## config.mk

```make
export PLATFORM = sky130hd
export DESIGN_NAME = reversible_fifo_queue_unit_flat
export DESIGN_NICKNAME = d
export VERILOG_FILES = /design/src/hw/rtl/rfq_pkg.sv /design/src/hw/rtl/rfq_if.sv /design/src/hw/rtl/reversible_fifo_queue_unit.sv /design/src/hw/rtl/rfq_ram.sv /design/src/hw/rtl/rfq_ctrl.sv /design/src/hw/rtl/rfq_dp.sv /design/src/flat_wrapper.sv
export SDC_FILE = /design/constraint.sdc
export NUM_CORES = 1
export LEC_CHECK = 0
export BUFFER_PORTS_ARGS = -buffer_cell sky130_fd_sc_hd__buf_2
export CAP_MARGIN = 20
export CORE_ASPECT_RATIO = 1.75
export CORE_MARGIN = 1
export CORE_UTILIZATION = 60
export DETAILED_ROUTE_END_ITERATION = 16
export HOLD_SLACK_MARGIN = 0.1
export PLACE_DENSITY = 0.8
export SYNTH_ARGS = -nofsm -noshare
export SYNTH_HDL_FRONTEND = slang
export SYNTH_SLANG_ARGS = --single-unit
```

## constraint.sdc

```tcl
create_clock -name clk -period 5.82 [get_ports clk]
set_clock_uncertainty 0.05 [all_clocks]
set_input_delay 0.291 -clock clk [delete_from_list [all_inputs] [get_ports clk]]
set_output_delay 0.291 -clock clk [all_outputs]
set_load 0.02 [all_outputs]
```

## src/hw/rtl/rfq_pkg.sv

```systemverilog
`timescale 1ns / 1ps
package rfq_pkg;

  localparam int DEPTH_DEF = 16;
  localparam int VAL_W     = 32;
  localparam int KIND_W    = 2;
  localparam int CNT_W_DEF = $clog2(DEPTH_DEF + 1);

  localparam logic [KIND_W-1:0] KIND_ENQUEUE = 2'd0;
  localparam logic [KIND_W-1:0] KIND_DEQUEUE = 2'd1;
  localparam logic [KIND_W-1:0] KIND_REVERSE = 2'd2;

  // controller -> datapath
  typedef struct packed {
    logic latch;     // take the input word
    logic exec;      // apply the operation, read old front
    logic front_rd;  // read new front, capture popped data
    logic load_out;  // fill the output register
  } cmd_t;

endpackage

```

## src/hw/rtl/rfq_if.sv

```systemverilog
`timescale 1ns / 1ps
interface rfq_in_if;
  logic                              valid;
  logic                              ready;
  logic        [rfq_pkg::KIND_W-1:0] kind;
  logic signed [rfq_pkg::VAL_W-1:0]  value;

  modport source (output valid, kind, value, input ready);
  modport sink   (input valid, kind, value, output ready);
endinterface

interface rfq_out_if #(
  parameter int CNT_W = rfq_pkg::CNT_W_DEF
);
  logic                             valid;
  logic                             ready;
  logic signed [rfq_pkg::VAL_W-1:0] popped_value;
  logic                             popped_valid;
  logic                             empty_error;
  logic                             full_error;
  logic signed [rfq_pkg::VAL_W-1:0] front_value;
  logic                             front_valid;
  logic        [CNT_W-1:0]          item_count;

  modport source (output valid, popped_value, popped_valid, empty_error, full_error,
                  front_value, front_valid, item_count, input ready);
  modport sink   (input valid, popped_value, popped_valid, empty_error, full_error,
                  front_value, front_valid, item_count, output ready);
endinterface

```

## src/hw/rtl/reversible_fifo_queue_unit.sv

```systemverilog
`timescale 1ns / 1ps
// Steps per word: take, two reads (old front, new front) through the single
// registered read port of the ring RAM, then output load, which waits until
// the output slot is free. A new word is taken only once the last one is through;
// it is taken while the previous result still waits at the output.
// Reset (sync, active low) empties the queue and sets forward order; ring
// contents are left as they are and are only read after being written.
module reversible_fifo_queue_unit #(
  parameter int DEPTH = rfq_pkg::DEPTH_DEF
) (
  input  logic      clk,
  input  logic      rst_n,
  rfq_in_if.sink    in_ch,
  rfq_out_if.source out_ch
);
  import rfq_pkg::*;

  localparam int CNT_W = $clog2(DEPTH + 1);

  cmd_t             cmd;
  logic [CNT_W-1:0] item_count;

  rfq_ctrl u_ctrl (
    .clk       (clk),
    .rst_n     (rst_n),
    .in_valid  (in_ch.valid),
    .in_ready  (in_ch.ready),
    .out_valid (out_ch.valid),
    .out_ready (out_ch.ready),
    .cmd       (cmd)
  );

  rfq_dp #(
    .DEPTH (DEPTH),
    .CNT_W (CNT_W)
  ) u_dp (
    .clk              (clk),
    .rst_n            (rst_n),
    .cmd              (cmd),
    .in_kind          (in_ch.kind),
    .in_value         (in_ch.value),
    .out_popped_value (out_ch.popped_value),
    .out_popped_valid (out_ch.popped_valid),
    .out_empty_error  (out_ch.empty_error),
    .out_full_error   (out_ch.full_error),
    .out_front_value  (out_ch.front_value),
    .out_front_valid  (out_ch.front_valid),
    .out_item_count   (item_count)
  );

  assign out_ch.item_count = item_count;

endmodule

```

## src/hw/rtl/rfq_ram.sv

```systemverilog
`timescale 1ns / 1ps
module rfq_ram #(
  parameter int WIDTH = 32,
  parameter int DEPTH = 16,
  parameter int AW    = $clog2(DEPTH)
) (
  input  logic             clk,
  input  logic             we,
  input  logic [AW-1:0]    waddr,
  input  logic [WIDTH-1:0] wdata,
  input  logic             re,
  input  logic [AW-1:0]    raddr,
  output logic [WIDTH-1:0] rdata
);

  logic [WIDTH-1:0] mem [DEPTH];
  logic [WIDTH-1:0] rdata_r;

  always_ff @(posedge clk) begin
    if (we) begin
      mem[waddr] <= wdata;
    end
    if (re) begin
      rdata_r <= mem[raddr];
    end
  end

  assign rdata = rdata_r;

endmodule

```

## src/hw/rtl/rfq_ctrl.sv

```systemverilog
`timescale 1ns / 1ps
module rfq_ctrl (
  input  logic          clk,
  input  logic          rst_n,
  input  logic          in_valid,
  output logic          in_ready,
  output logic          out_valid,
  input  logic          out_ready,
  output rfq_pkg::cmd_t cmd
);
  import rfq_pkg::*;

  localparam logic [1:0] S_IDLE  = 2'd0;
  localparam logic [1:0] S_EXEC  = 2'd1;
  localparam logic [1:0] S_FRONT = 2'd2;
  localparam logic [1:0] S_DONE  = 2'd3;

  logic [1:0] state_r, state_nxt;
  logic       out_valid_r, out_valid_nxt;
  logic       out_free;

  // output slot frees up in the same cycle it is taken
  assign out_free = !out_valid_r || out_ready;

  always_comb begin
    state_nxt    = state_r;
    cmd          = '0;
    unique case (state_r)
      S_IDLE: begin
        if (in_valid) begin
          cmd.latch = 1'b1;
          state_nxt = S_EXEC;
        end
      end
      S_EXEC: begin
        cmd.exec  = 1'b1;
        state_nxt = S_FRONT;
      end
      S_FRONT: begin
        cmd.front_rd = 1'b1;
        state_nxt    = S_DONE;
      end
      S_DONE: begin
        if (out_free) begin
          cmd.load_out = 1'b1;
          state_nxt    = S_IDLE;
        end
      end
      default: state_nxt = S_IDLE;
    endcase
  end

  always_comb begin
    out_valid_nxt = out_valid_r;
    if (out_ready) begin
      out_valid_nxt = 1'b0;
    end
    if (cmd.load_out) begin
      out_valid_nxt = 1'b1;
    end
  end

  always_ff @(posedge clk) begin
    if (!rst_n) begin
      state_r     <= S_IDLE;
      out_valid_r <= 1'b0;
    end else begin
      state_r     <= state_nxt;
      out_valid_r <= out_valid_nxt;
    end
  end

  assign in_ready  = (state_r == S_IDLE);
  assign out_valid = out_valid_r;

endmodule

```

## src/hw/rtl/rfq_dp.sv

```systemverilog
`timescale 1ns / 1ps
module rfq_dp #(
  parameter int DEPTH = rfq_pkg::DEPTH_DEF,
  parameter int CNT_W = $clog2(DEPTH + 1)
) (
  input  logic                             clk,
  input  logic                             rst_n,
  input  rfq_pkg::cmd_t                    cmd,
  input  logic        [rfq_pkg::KIND_W-1:0] in_kind,
  input  logic signed [rfq_pkg::VAL_W-1:0]  in_value,
  output logic signed [rfq_pkg::VAL_W-1:0]  out_popped_value,
  output logic                             out_popped_valid,
  output logic                             out_empty_error,
  output logic                             out_full_error,
  output logic signed [rfq_pkg::VAL_W-1:0]  out_front_value,
  output logic                             out_front_valid,
  output logic        [CNT_W-1:0]          out_item_count
);
  import rfq_pkg::*;

  localparam int IDX_W = $clog2(DEPTH);
  localparam logic [IDX_W:0]   DEPTH_X = (IDX_W + 1)'(DEPTH);
  localparam logic [CNT_W-1:0] DEPTH_C = CNT_W'(DEPTH);

  // slot that lies off entries behind front, wrapping at DEPTH
  function automatic logic [IDX_W-1:0] slot_at(input logic [IDX_W-1:0] front,
                                               input logic [IDX_W-1:0] off,
                                               input logic             rev);
    logic [IDX_W:0] s;
    begin
      if (rev) begin
        if (front >= off) s = {1'b0, front} - {1'b0, off};
        else              s = {1'b0, front} + DEPTH_X - {1'b0, off};
      end else begin
        s = {1'b0, front} + {1'b0, off};
        if (s >= DEPTH_X) s = s - DEPTH_X;
      end
      slot_at = s[IDX_W-1:0];
    end
  endfunction

  logic [KIND_W-1:0] kind_r;
  logic [VAL_W-1:0]  value_r;
  logic [IDX_W-1:0]  front_r, front_nxt;
  logic [CNT_W-1:0]  count_r, count_nxt;
  logic              rev_r, rev_nxt;
  logic              pop_vld_r, pop_vld_nxt;
  logic              empty_err_r, empty_err_nxt;
  logic              full_err_r, full_err_nxt;
  logic [VAL_W-1:0]  pop_data_r;

  logic              is_full, is_empty;
  logic [CNT_W-1:0]  cnt_m1;
  logic [IDX_W-1:0]  rear_slot;
  logic              ram_we, ram_re;
  logic [VAL_W-1:0]  ram_rdata;

  assign is_full   = (count_r == DEPTH_C);
  assign is_empty  = (count_r == '0);
  assign cnt_m1    = count_r - CNT_W'(1);
  assign rear_slot = slot_at(front_r, count_r[IDX_W-1:0], rev_r);

  always_comb begin
    front_nxt     = front_r;
    count_nxt     = count_r;
    rev_nxt       = rev_r;
    pop_vld_nxt   = pop_vld_r;
    empty_err_nxt = empty_err_r;
    full_err_nxt  = full_err_r;
    ram_we        = 1'b0;
    if (cmd.exec) begin
      pop_vld_nxt   = 1'b0;
      empty_err_nxt = 1'b0;
      full_err_nxt  = 1'b0;
      case (kind_r)
        KIND_ENQUEUE: begin
          if (is_full) begin
            full_err_nxt = 1'b1;
          end else begin
            ram_we    = 1'b1;
            count_nxt = count_r + CNT_W'(1);
          end
        end
        KIND_DEQUEUE: begin
          if (is_empty) begin
            empty_err_nxt = 1'b1;
          end else begin
            pop_vld_nxt = 1'b1;
            front_nxt   = slot_at(front_r, IDX_W'(1), rev_r);
            count_nxt   = cnt_m1;
          end
        end
        KIND_REVERSE: begin
          if (!is_empty) begin
            front_nxt = slot_at(front_r, cnt_m1[IDX_W-1:0], rev_r);
          end
          rev_nxt = !rev_r;
        end
        default: ;
      endcase
    end
  end

  always_ff @(posedge clk) begin
    if (!rst_n) begin
      front_r     <= '0;
      count_r     <= '0;
      rev_r       <= 1'b0;
      pop_vld_r   <= 1'b0;
      empty_err_r <= 1'b0;
      full_err_r  <= 1'b0;
    end else begin
      front_r     <= front_nxt;
      count_r     <= count_nxt;
      rev_r       <= rev_nxt;
      pop_vld_r   <= pop_vld_nxt;
      empty_err_r <= empty_err_nxt;
      full_err_r  <= full_err_nxt;
    end
  end

  always_ff @(posedge clk) begin
    if (cmd.latch) begin
      kind_r  <= in_kind;
      value_r <= in_value;
    end
    // read issued in exec returns the old front
    if (cmd.front_rd) begin
      pop_data_r <= ram_rdata;
    end
    if (cmd.load_out) begin
      out_popped_value <= pop_vld_r ? pop_data_r : '0;
      out_popped_valid <= pop_vld_r;
      out_empty_error  <= empty_err_r;
      out_full_error   <= full_err_r;
      out_front_value  <= is_empty ? '0 : ram_rdata;
      out_front_valid  <= !is_empty;
      out_item_count   <= count_r;
    end
  end

  assign ram_re = cmd.exec || cmd.front_rd;

  rfq_ram #(
    .WIDTH (VAL_W),
    .DEPTH (DEPTH)
  ) u_ring (
    .clk   (clk),
    .we    (ram_we),
    .waddr (rear_slot),
    .wdata (value_r),
    .re    (ram_re),
    .raddr (front_r),
    .rdata (ram_rdata)
  );

endmodule

```

## src/flat_wrapper.sv

```systemverilog
// flat-port wrapper written by rule: the top's interface ports become plain ports
module reversible_fifo_queue_unit_flat import rfq_pkg::*;
#(
  parameter int DEPTH = rfq_pkg::DEPTH_DEF
)
  (clk, rst_n, in_ch_valid, in_ch_kind, in_ch_value, in_ch_ready, out_ch_valid, out_ch_popped_value, out_ch_popped_valid, out_ch_empty_error, out_ch_full_error, out_ch_front_value, out_ch_front_valid, out_ch_item_count, out_ch_ready);
  rfq_in_if in_ch_i ();
  rfq_out_if out_ch_i ();
  input  logic clk;
  input  logic rst_n;
  input wire logic [$bits(in_ch_i.valid)-1:0] in_ch_valid;
  input wire logic [$bits(in_ch_i.kind)-1:0] in_ch_kind;
  input wire logic [$bits(in_ch_i.value)-1:0] in_ch_value;
  output wire logic [$bits(in_ch_i.ready)-1:0] in_ch_ready;
  output wire logic [$bits(out_ch_i.valid)-1:0] out_ch_valid;
  output wire logic [$bits(out_ch_i.popped_value)-1:0] out_ch_popped_value;
  output wire logic [$bits(out_ch_i.popped_valid)-1:0] out_ch_popped_valid;
  output wire logic [$bits(out_ch_i.empty_error)-1:0] out_ch_empty_error;
  output wire logic [$bits(out_ch_i.full_error)-1:0] out_ch_full_error;
  output wire logic [$bits(out_ch_i.front_value)-1:0] out_ch_front_value;
  output wire logic [$bits(out_ch_i.front_valid)-1:0] out_ch_front_valid;
  output wire logic [$bits(out_ch_i.item_count)-1:0] out_ch_item_count;
  input wire logic [$bits(out_ch_i.ready)-1:0] out_ch_ready;
  assign in_ch_i.valid = in_ch_valid;
  assign in_ch_i.kind = in_ch_kind;
  assign in_ch_i.value = in_ch_value;
  assign in_ch_ready = in_ch_i.ready;
  assign out_ch_valid = out_ch_i.valid;
  assign out_ch_popped_value = out_ch_i.popped_value;
  assign out_ch_popped_valid = out_ch_i.popped_valid;
  assign out_ch_empty_error = out_ch_i.empty_error;
  assign out_ch_full_error = out_ch_i.full_error;
  assign out_ch_front_value = out_ch_i.front_value;
  assign out_ch_front_valid = out_ch_i.front_valid;
  assign out_ch_item_count = out_ch_i.item_count;
  assign out_ch_i.ready = out_ch_ready;
  reversible_fifo_queue_unit #(.DEPTH(DEPTH)) u_core (.clk(clk), .rst_n(rst_n), .in_ch(in_ch_i), .out_ch(out_ch_i));
endmodule
```

### After elaboration in Yosys (flattened, before gate mapping)

Memories as Yosys holds them, arrays and structs flattened. A register that Yosys moved wholly into a read port is not among the register bits.
Index checks and enable logic that the tools add are counted.

| word-level totals | value |
|---|---|
| register bits | 155 |
| bits in writable memories | 512 |
| input bits | 38 |
| output and inout port bits | 75 |
| logic and storage cells | 103 |
| memories kept | 1 |

Memories:

| name | depth | bits a word | read ports | clocked after Yosys merged registers in | wr ports | RTL line | RTL |
|---|---|---|---|---|---|---|---|
| u_core.u_dp.u_ring.mem | 16 | 32 | 1 | 1 | 1 | rfq_ram.sv:16 | `logic [WIDTH-1:0] mem [DEPTH];` |

| cells by class | value |
|---|---|
| add/sub/neg operators | 15 |
| magnitude comparators | 6 |
| equality and inequality tests | 11 |
| mux-type cells | 37 |
| reduce and logical (&&, ||, !) cells | 15 |

Operators with widths:

| kind | count |
|---|---|
| $mux W4 | 11 |
| $sub A4 B1 Y4 const B | 5 |
| $mux W1 | 19 |
| $sub A4 B4 Y4 | 4 |
| $ge A5 B5 Y1 const B | 3 |
| $add A4 B4 Y5 | 2 |
| $mux W5 | 2 |
| $ne A2 B2 Y1 const B | 5 |
| $pmux W5 S2 | 1 |
| $ge A4 B4 Y1 | 2 |
| $pmux W2 S4 | 1 |
| $pmux W4 S2 | 1 |
| $reduce_and A4 Y1 | 2 |
| $eq A2 B2 Y1 const B | 3 |
| $reduce_bool A2 Y1 | 3 |
| $add A4 B1 Y5 const B | 1 |
| $add A5 B1 Y5 const B | 1 |
| $eq A5 B5 Y1 const B | 1 |
| $logic_not A5 Y1 | 1 |
| $sub A5 B1 Y5 const B | 1 |
| $add A4 B1 Y4 const B | 1 |
| $eq A2 B1 Y1 const B | 2 |
| $ge A4 B1 Y1 const B | 1 |
| $logic_not A2 Y1 | 2 |
| 4 further kinds | 9 |

### Depth between registers and ports, before layout

| logic depth | value |
|---|---|
| depth after elaboration | 7 |
| gate-level depth with buffers | 13 |
| mapped depth without buffers | 12 |

### Hierarchy

Synthesis repeated with hierarchy kept, for this count alone.

| unflattened totals | value |
|---|---|
| cell total of the unflattened synthesis | 1203 |
| area, all modules | 26072.5 um^2 |

Modules (own cells, without submodules):

| module | instances | cells an instance | area each (um^2) | seq. area each (um^2) |
|---|---|---|---|---|
| rfq_ram | 1 | 838 | 20155.6 | 16335.7 |
| rfq_dp | 1 | 343 | 5708.0 | 4434.3 |
| rfq_ctrl | 1 | 22 | 209.0 | 60.1 |

### Worst setup path after synthesis

No wires, ideal clock.

| timing path | value |
|---|---|
| path kind | register to register |
| from | register u_core.u_dp.count_r[0] |
| to | memory u_core.u_dp.u_ring.mem[11][0] (enable) |
| library setup time | 461 ps |
| arrival | 4490 ps |
| data required time | 5309 ps |
| path slack | 819 ps |
| stages on the path, launching flop included | 12 |
| path buffers | 1 |
| clock period less this slack | 5001 ps |
| cell sequence | dfxtp_1 clkbuf_1 inv_1 ha_1 mux2_2 inv_1 ha_1 nor2b_1 o21ai_0 nand2b_1 xor2_1 nor3_1 |

| on the way | value |
|---|---|
| longest elaborated chain between the ends | 6 |
| elaborated cells on any way between the ends | 15 |
| those cells by class | add/sub: 4; order compare: 2; eq/ne: 1; mux: 8 |

Ends and longest elaborated chain:

| what | RTL line | RTL |
|---|---|---|
| from (decl) | rfq_dp.sv:45 | `logic [CNT_W-1:0] count_r, count_nxt;` |
| from (signal assigned) | rfq_dp.sv:114 | `count_r <= count_nxt;` |
| parallel branches: the longest is 6 deep, another holds $add A4 B4 Y5 | - |  |
| to (decl) | rfq_ram.sv:16 |  |

Several ways; the timed one is not identified.

### Worst setup path after layout

| timing path | value |
|---|---|
| from | register u_core.u_dp.count_r[0] |
| to | memory u_core.u_dp.u_ring.mem[7][23] (enable) |

The elaborated chain is that of the path after synthesis.

==> summary.md <==
| Metric | Value |
|---|---|
| Pins Over Slew Limit | 0 |
| Clock root buffer | clkbuf_16 |
| RSZ-0062 raised after global routing | false |
| Hold-fix buffers at CTS | 37 |
| TritonCTS clock tree | built |
| Antenna diodes | 0 |
| H-tree depth | 2 |
| Worst Tran Pin Value | 1.13 ns |
| Initial Util | 0.611 |
| Peak VDD IR | 0.000277 V |
| Reg clk slew, reported paths | 0.07 ns |
| Fin Setup TNS | 0 ns |
| Reg2reg setup slack | 1.97 ns |
| # IOs | 113 |
| First-pass GRT wire length | 76600 um |
| Fin util | 0.697 |
| GRT Util Overall | 0.237 |
| Routed wire length | 50500 um |
| Post-Syn Area | 0.0261 sq mm |
| Core area | approximately 0.043 sq mm |
| Setup Fix Bufs, Post-CTS | 0 |
| CP endpoint kind | register |
| Post-route clock period utilization | 0.661 |
| Status | completed |
| Post-Synthesis Mean Instance Area | 23.2 sq um |
| Crit path launch type | register |
| Vias after detailed routing | 11700 |
| Most common cell after layout, fill and taps aside | edfxtp_1 |
| Placed Area | 0.0274 sq mm |
| Syn nets | 1177 |
| Site row count | 100 |
| Number of global-route vias before repair | 12200 |
| Port buffer count | 112 |
| Slew HR | 0.243 |
| Drt drc | 0 |
| Final Non-Filler Cells | 1914 |
| Antenna Nets Post-Route | 0 |
| Die area | ~0.044 sq mm |
| Synthesized flop and latch total | 699 |
| Die X-Extent | around 160 um |
| Max Freq | 260 MHz |
| Skew-Pair Late Insertion Delay | 0.60 ns |
| Synth warnings | 0 |
| Post_cts resized | 0 |
| Routed WL per cell | 26.4 um |
| Final hold vios | 0 |
| Primary FF master, synth | edfxtp_1 |
| Number of detailed-route iterations in the first pass | 5 |
| Clock sink count | ~700 |
| Initial drt markers | 967 |
| WS Path Type | register to register |
| CTS buffer count | 56 |
| Vias per cell | 6.12 |
| Largest fanout on the critical path | 32 |
| Power Dens Cells | 415 mW/mm^2 |
| Nets | 1361 |
| Max_cap viols | 0 |
| Share of cells above drive strength 1 | 0.302 |
| Worst Hold Class | primary input to register |
| # setup viols final | 0 |
| Finished Cell Area | roughly 0.030 sq mm |
| Most frequent cells in the layout | edfxtp_1 (683), mux4_2 (160), buf_2 (112) |
| Die Ht | 278 um |
| Worst path arrival time | around 4.1 ns |
| Area Overhead vs Synth | 14.0% |
| Hold_ws | 0.345 ns |
| Minimum clock period | 3.85 ns |
| GPL Wtd Cong | 0.842 |
| Async SR Flop Fraction | 0 |
| Synth Instances | 1124 |
| DP Cell Count | about 1800 |
| Synth cell types | 41 |
| Worst EP required | 6.05 ns |
| Grt total ovfl | 0 |
| Max Root-Sink Buffers | 3 |
| EDFF count, synth | approximately 680 |
| Post-synthesis sequential area ratio | 0.799 |
| DP HPWL | between 20000 and 30000 um |
| Largest net degree at the start of global routing | 79 |
| Antenna violations before repair | 0 |
| Leak pwr | 0.00942 uW |
[per-layer routing]
metal  wire, um  GRT usage  up-vias
li1           -          -     5002
met1      19800      0.326     6132
met2      26100      0.402      515
met3       3410     0.0313       71
met4       1170     0.0663        0
met5          0          0        -
[final cells by class]
| type | instances | area (sq um) |
|---|---|---|
| inverter | 13 | 51.3 |
| sequential | 699 | 20800 |
| tap | 561 | 702 |
| multi-input combinational | 364 | 5070 |
| clock buffer | 68 | 1480 |
| fill | 2439 | 12900 |
| timing repair buffer | 174 | 1160 |
| clock inverter | 35 | 430 |
[worst max-delay path, stage by stage, from the launching register on]
cell	delay [ns]
dfxtp_1	0.55
inv_1	0.13
ha_1	0.40
mux2_2	0.32
inv_1	0.06
ha_1	0.23
nor2b_1	0.14
o21ai_0	0.15
nand2b_1	0.12
xnor2_1	0.90
nor3_2	0.12
buf_4	0.32
[cell families after synthesis]
group | Yosys count | share of synthesized area
flops | 699 | 0.799
compound gates | 29 | 0.00724
xor+xnor | 16 | 0.00537
fa+ha+maj | 15 | 0.00777
buf+inv | 61 | 0.0102
simple gates | 140 | 0.0309
mux | 164 | 0.140
[cells in the mapped netlist (2+ instances only)]
master      n  area (sq um)
inv_1      12          45.0
nand2b_1    3          18.8
nand2_1     8          30.0
fa_1        2          40.0
nor3_1     22           110
or3_1       2          12.5
edfxtp_1  683         20500
xnor2_1    12           105
dfxtp_1    16           320
nand4_1     2          12.5
mux2i_1     3          30.0
xor2_1      4          35.0
nand3_1     2          10.0
mux4_2    160          3600
nand3b_1    3          22.5
a21oi_1    15          75.1
o21ai_0     6          30.0
and2_1     67           419
ha_1       13           163
nor2_1     20          75.1
buf_2      15          75.1
buf_1       7          26.3
clkbuf_1   24          90.1
buf_6       2          22.5
nor2b_1     5          31.3
[registers in the layout (all words and copies together), names as in the netlist, 2 cells and up]
register                      cells
u_core.u_dp.out_front_value      32
u_core.u_dp.value_r              32
u_core.u_ctrl.state_r             2
u_core.u_dp.count_r               5
u_core.u_dp.front_r               4
u_core.u_dp.u_ring.rdata         32
u_core.u_dp.pop_data_r           32
u_core.u_dp.kind_r                2
u_core.u_dp.out_item_count        5
u_core.u_dp.u_ring.mem          512
u_core.u_dp.out_popped_value     32
[power breakdown]
part	switching, uW	internal (uW)	total, uW
Combinational	1000	584	1580
Clock	1690	2250	3940
Sequential	436	6380	6810
[path summary, 6_finish.rpt]
path | from | endpoint | depth (start not counted)
max | u_core.u_dp.count_r[0]$_SDFFE_PN0P_ | u_core.u_dp.u_ring.mem[7][23]$_DFFE_PP_ | 11
max reg2reg | u_core.u_dp.count_r[0]$_SDFFE_PN0P_ | u_core.u_dp.u_ring.mem[7][23]$_DFFE_PP_ | 11
min | in_ch_value[0] | u_core.u_dp.value_r[0]$_DFFE_PP_ | 2
min reg2reg | u_core.u_dp.empty_err_r$_SDFFE_PN0P_ | u_core.u_dp.out_empty_error$_DFFE_PP_ | 0
[stage by stage]
| step | total power (uW) | setup WS (ns) |
|---|---|---|
| 2_1_floorplan | 7790 | 0.819 |
| 3_3_place_gp | 8320 | 2.20 |
| 3_5_place_dp | 8440 | 2.09 |
| 4_1_cts | 12400 | 2.04 |
| 5_1_grt | 12700 | 1.82 |
| 6_report | 12300 | 1.97 |
(Power assumes the default switching activity.)
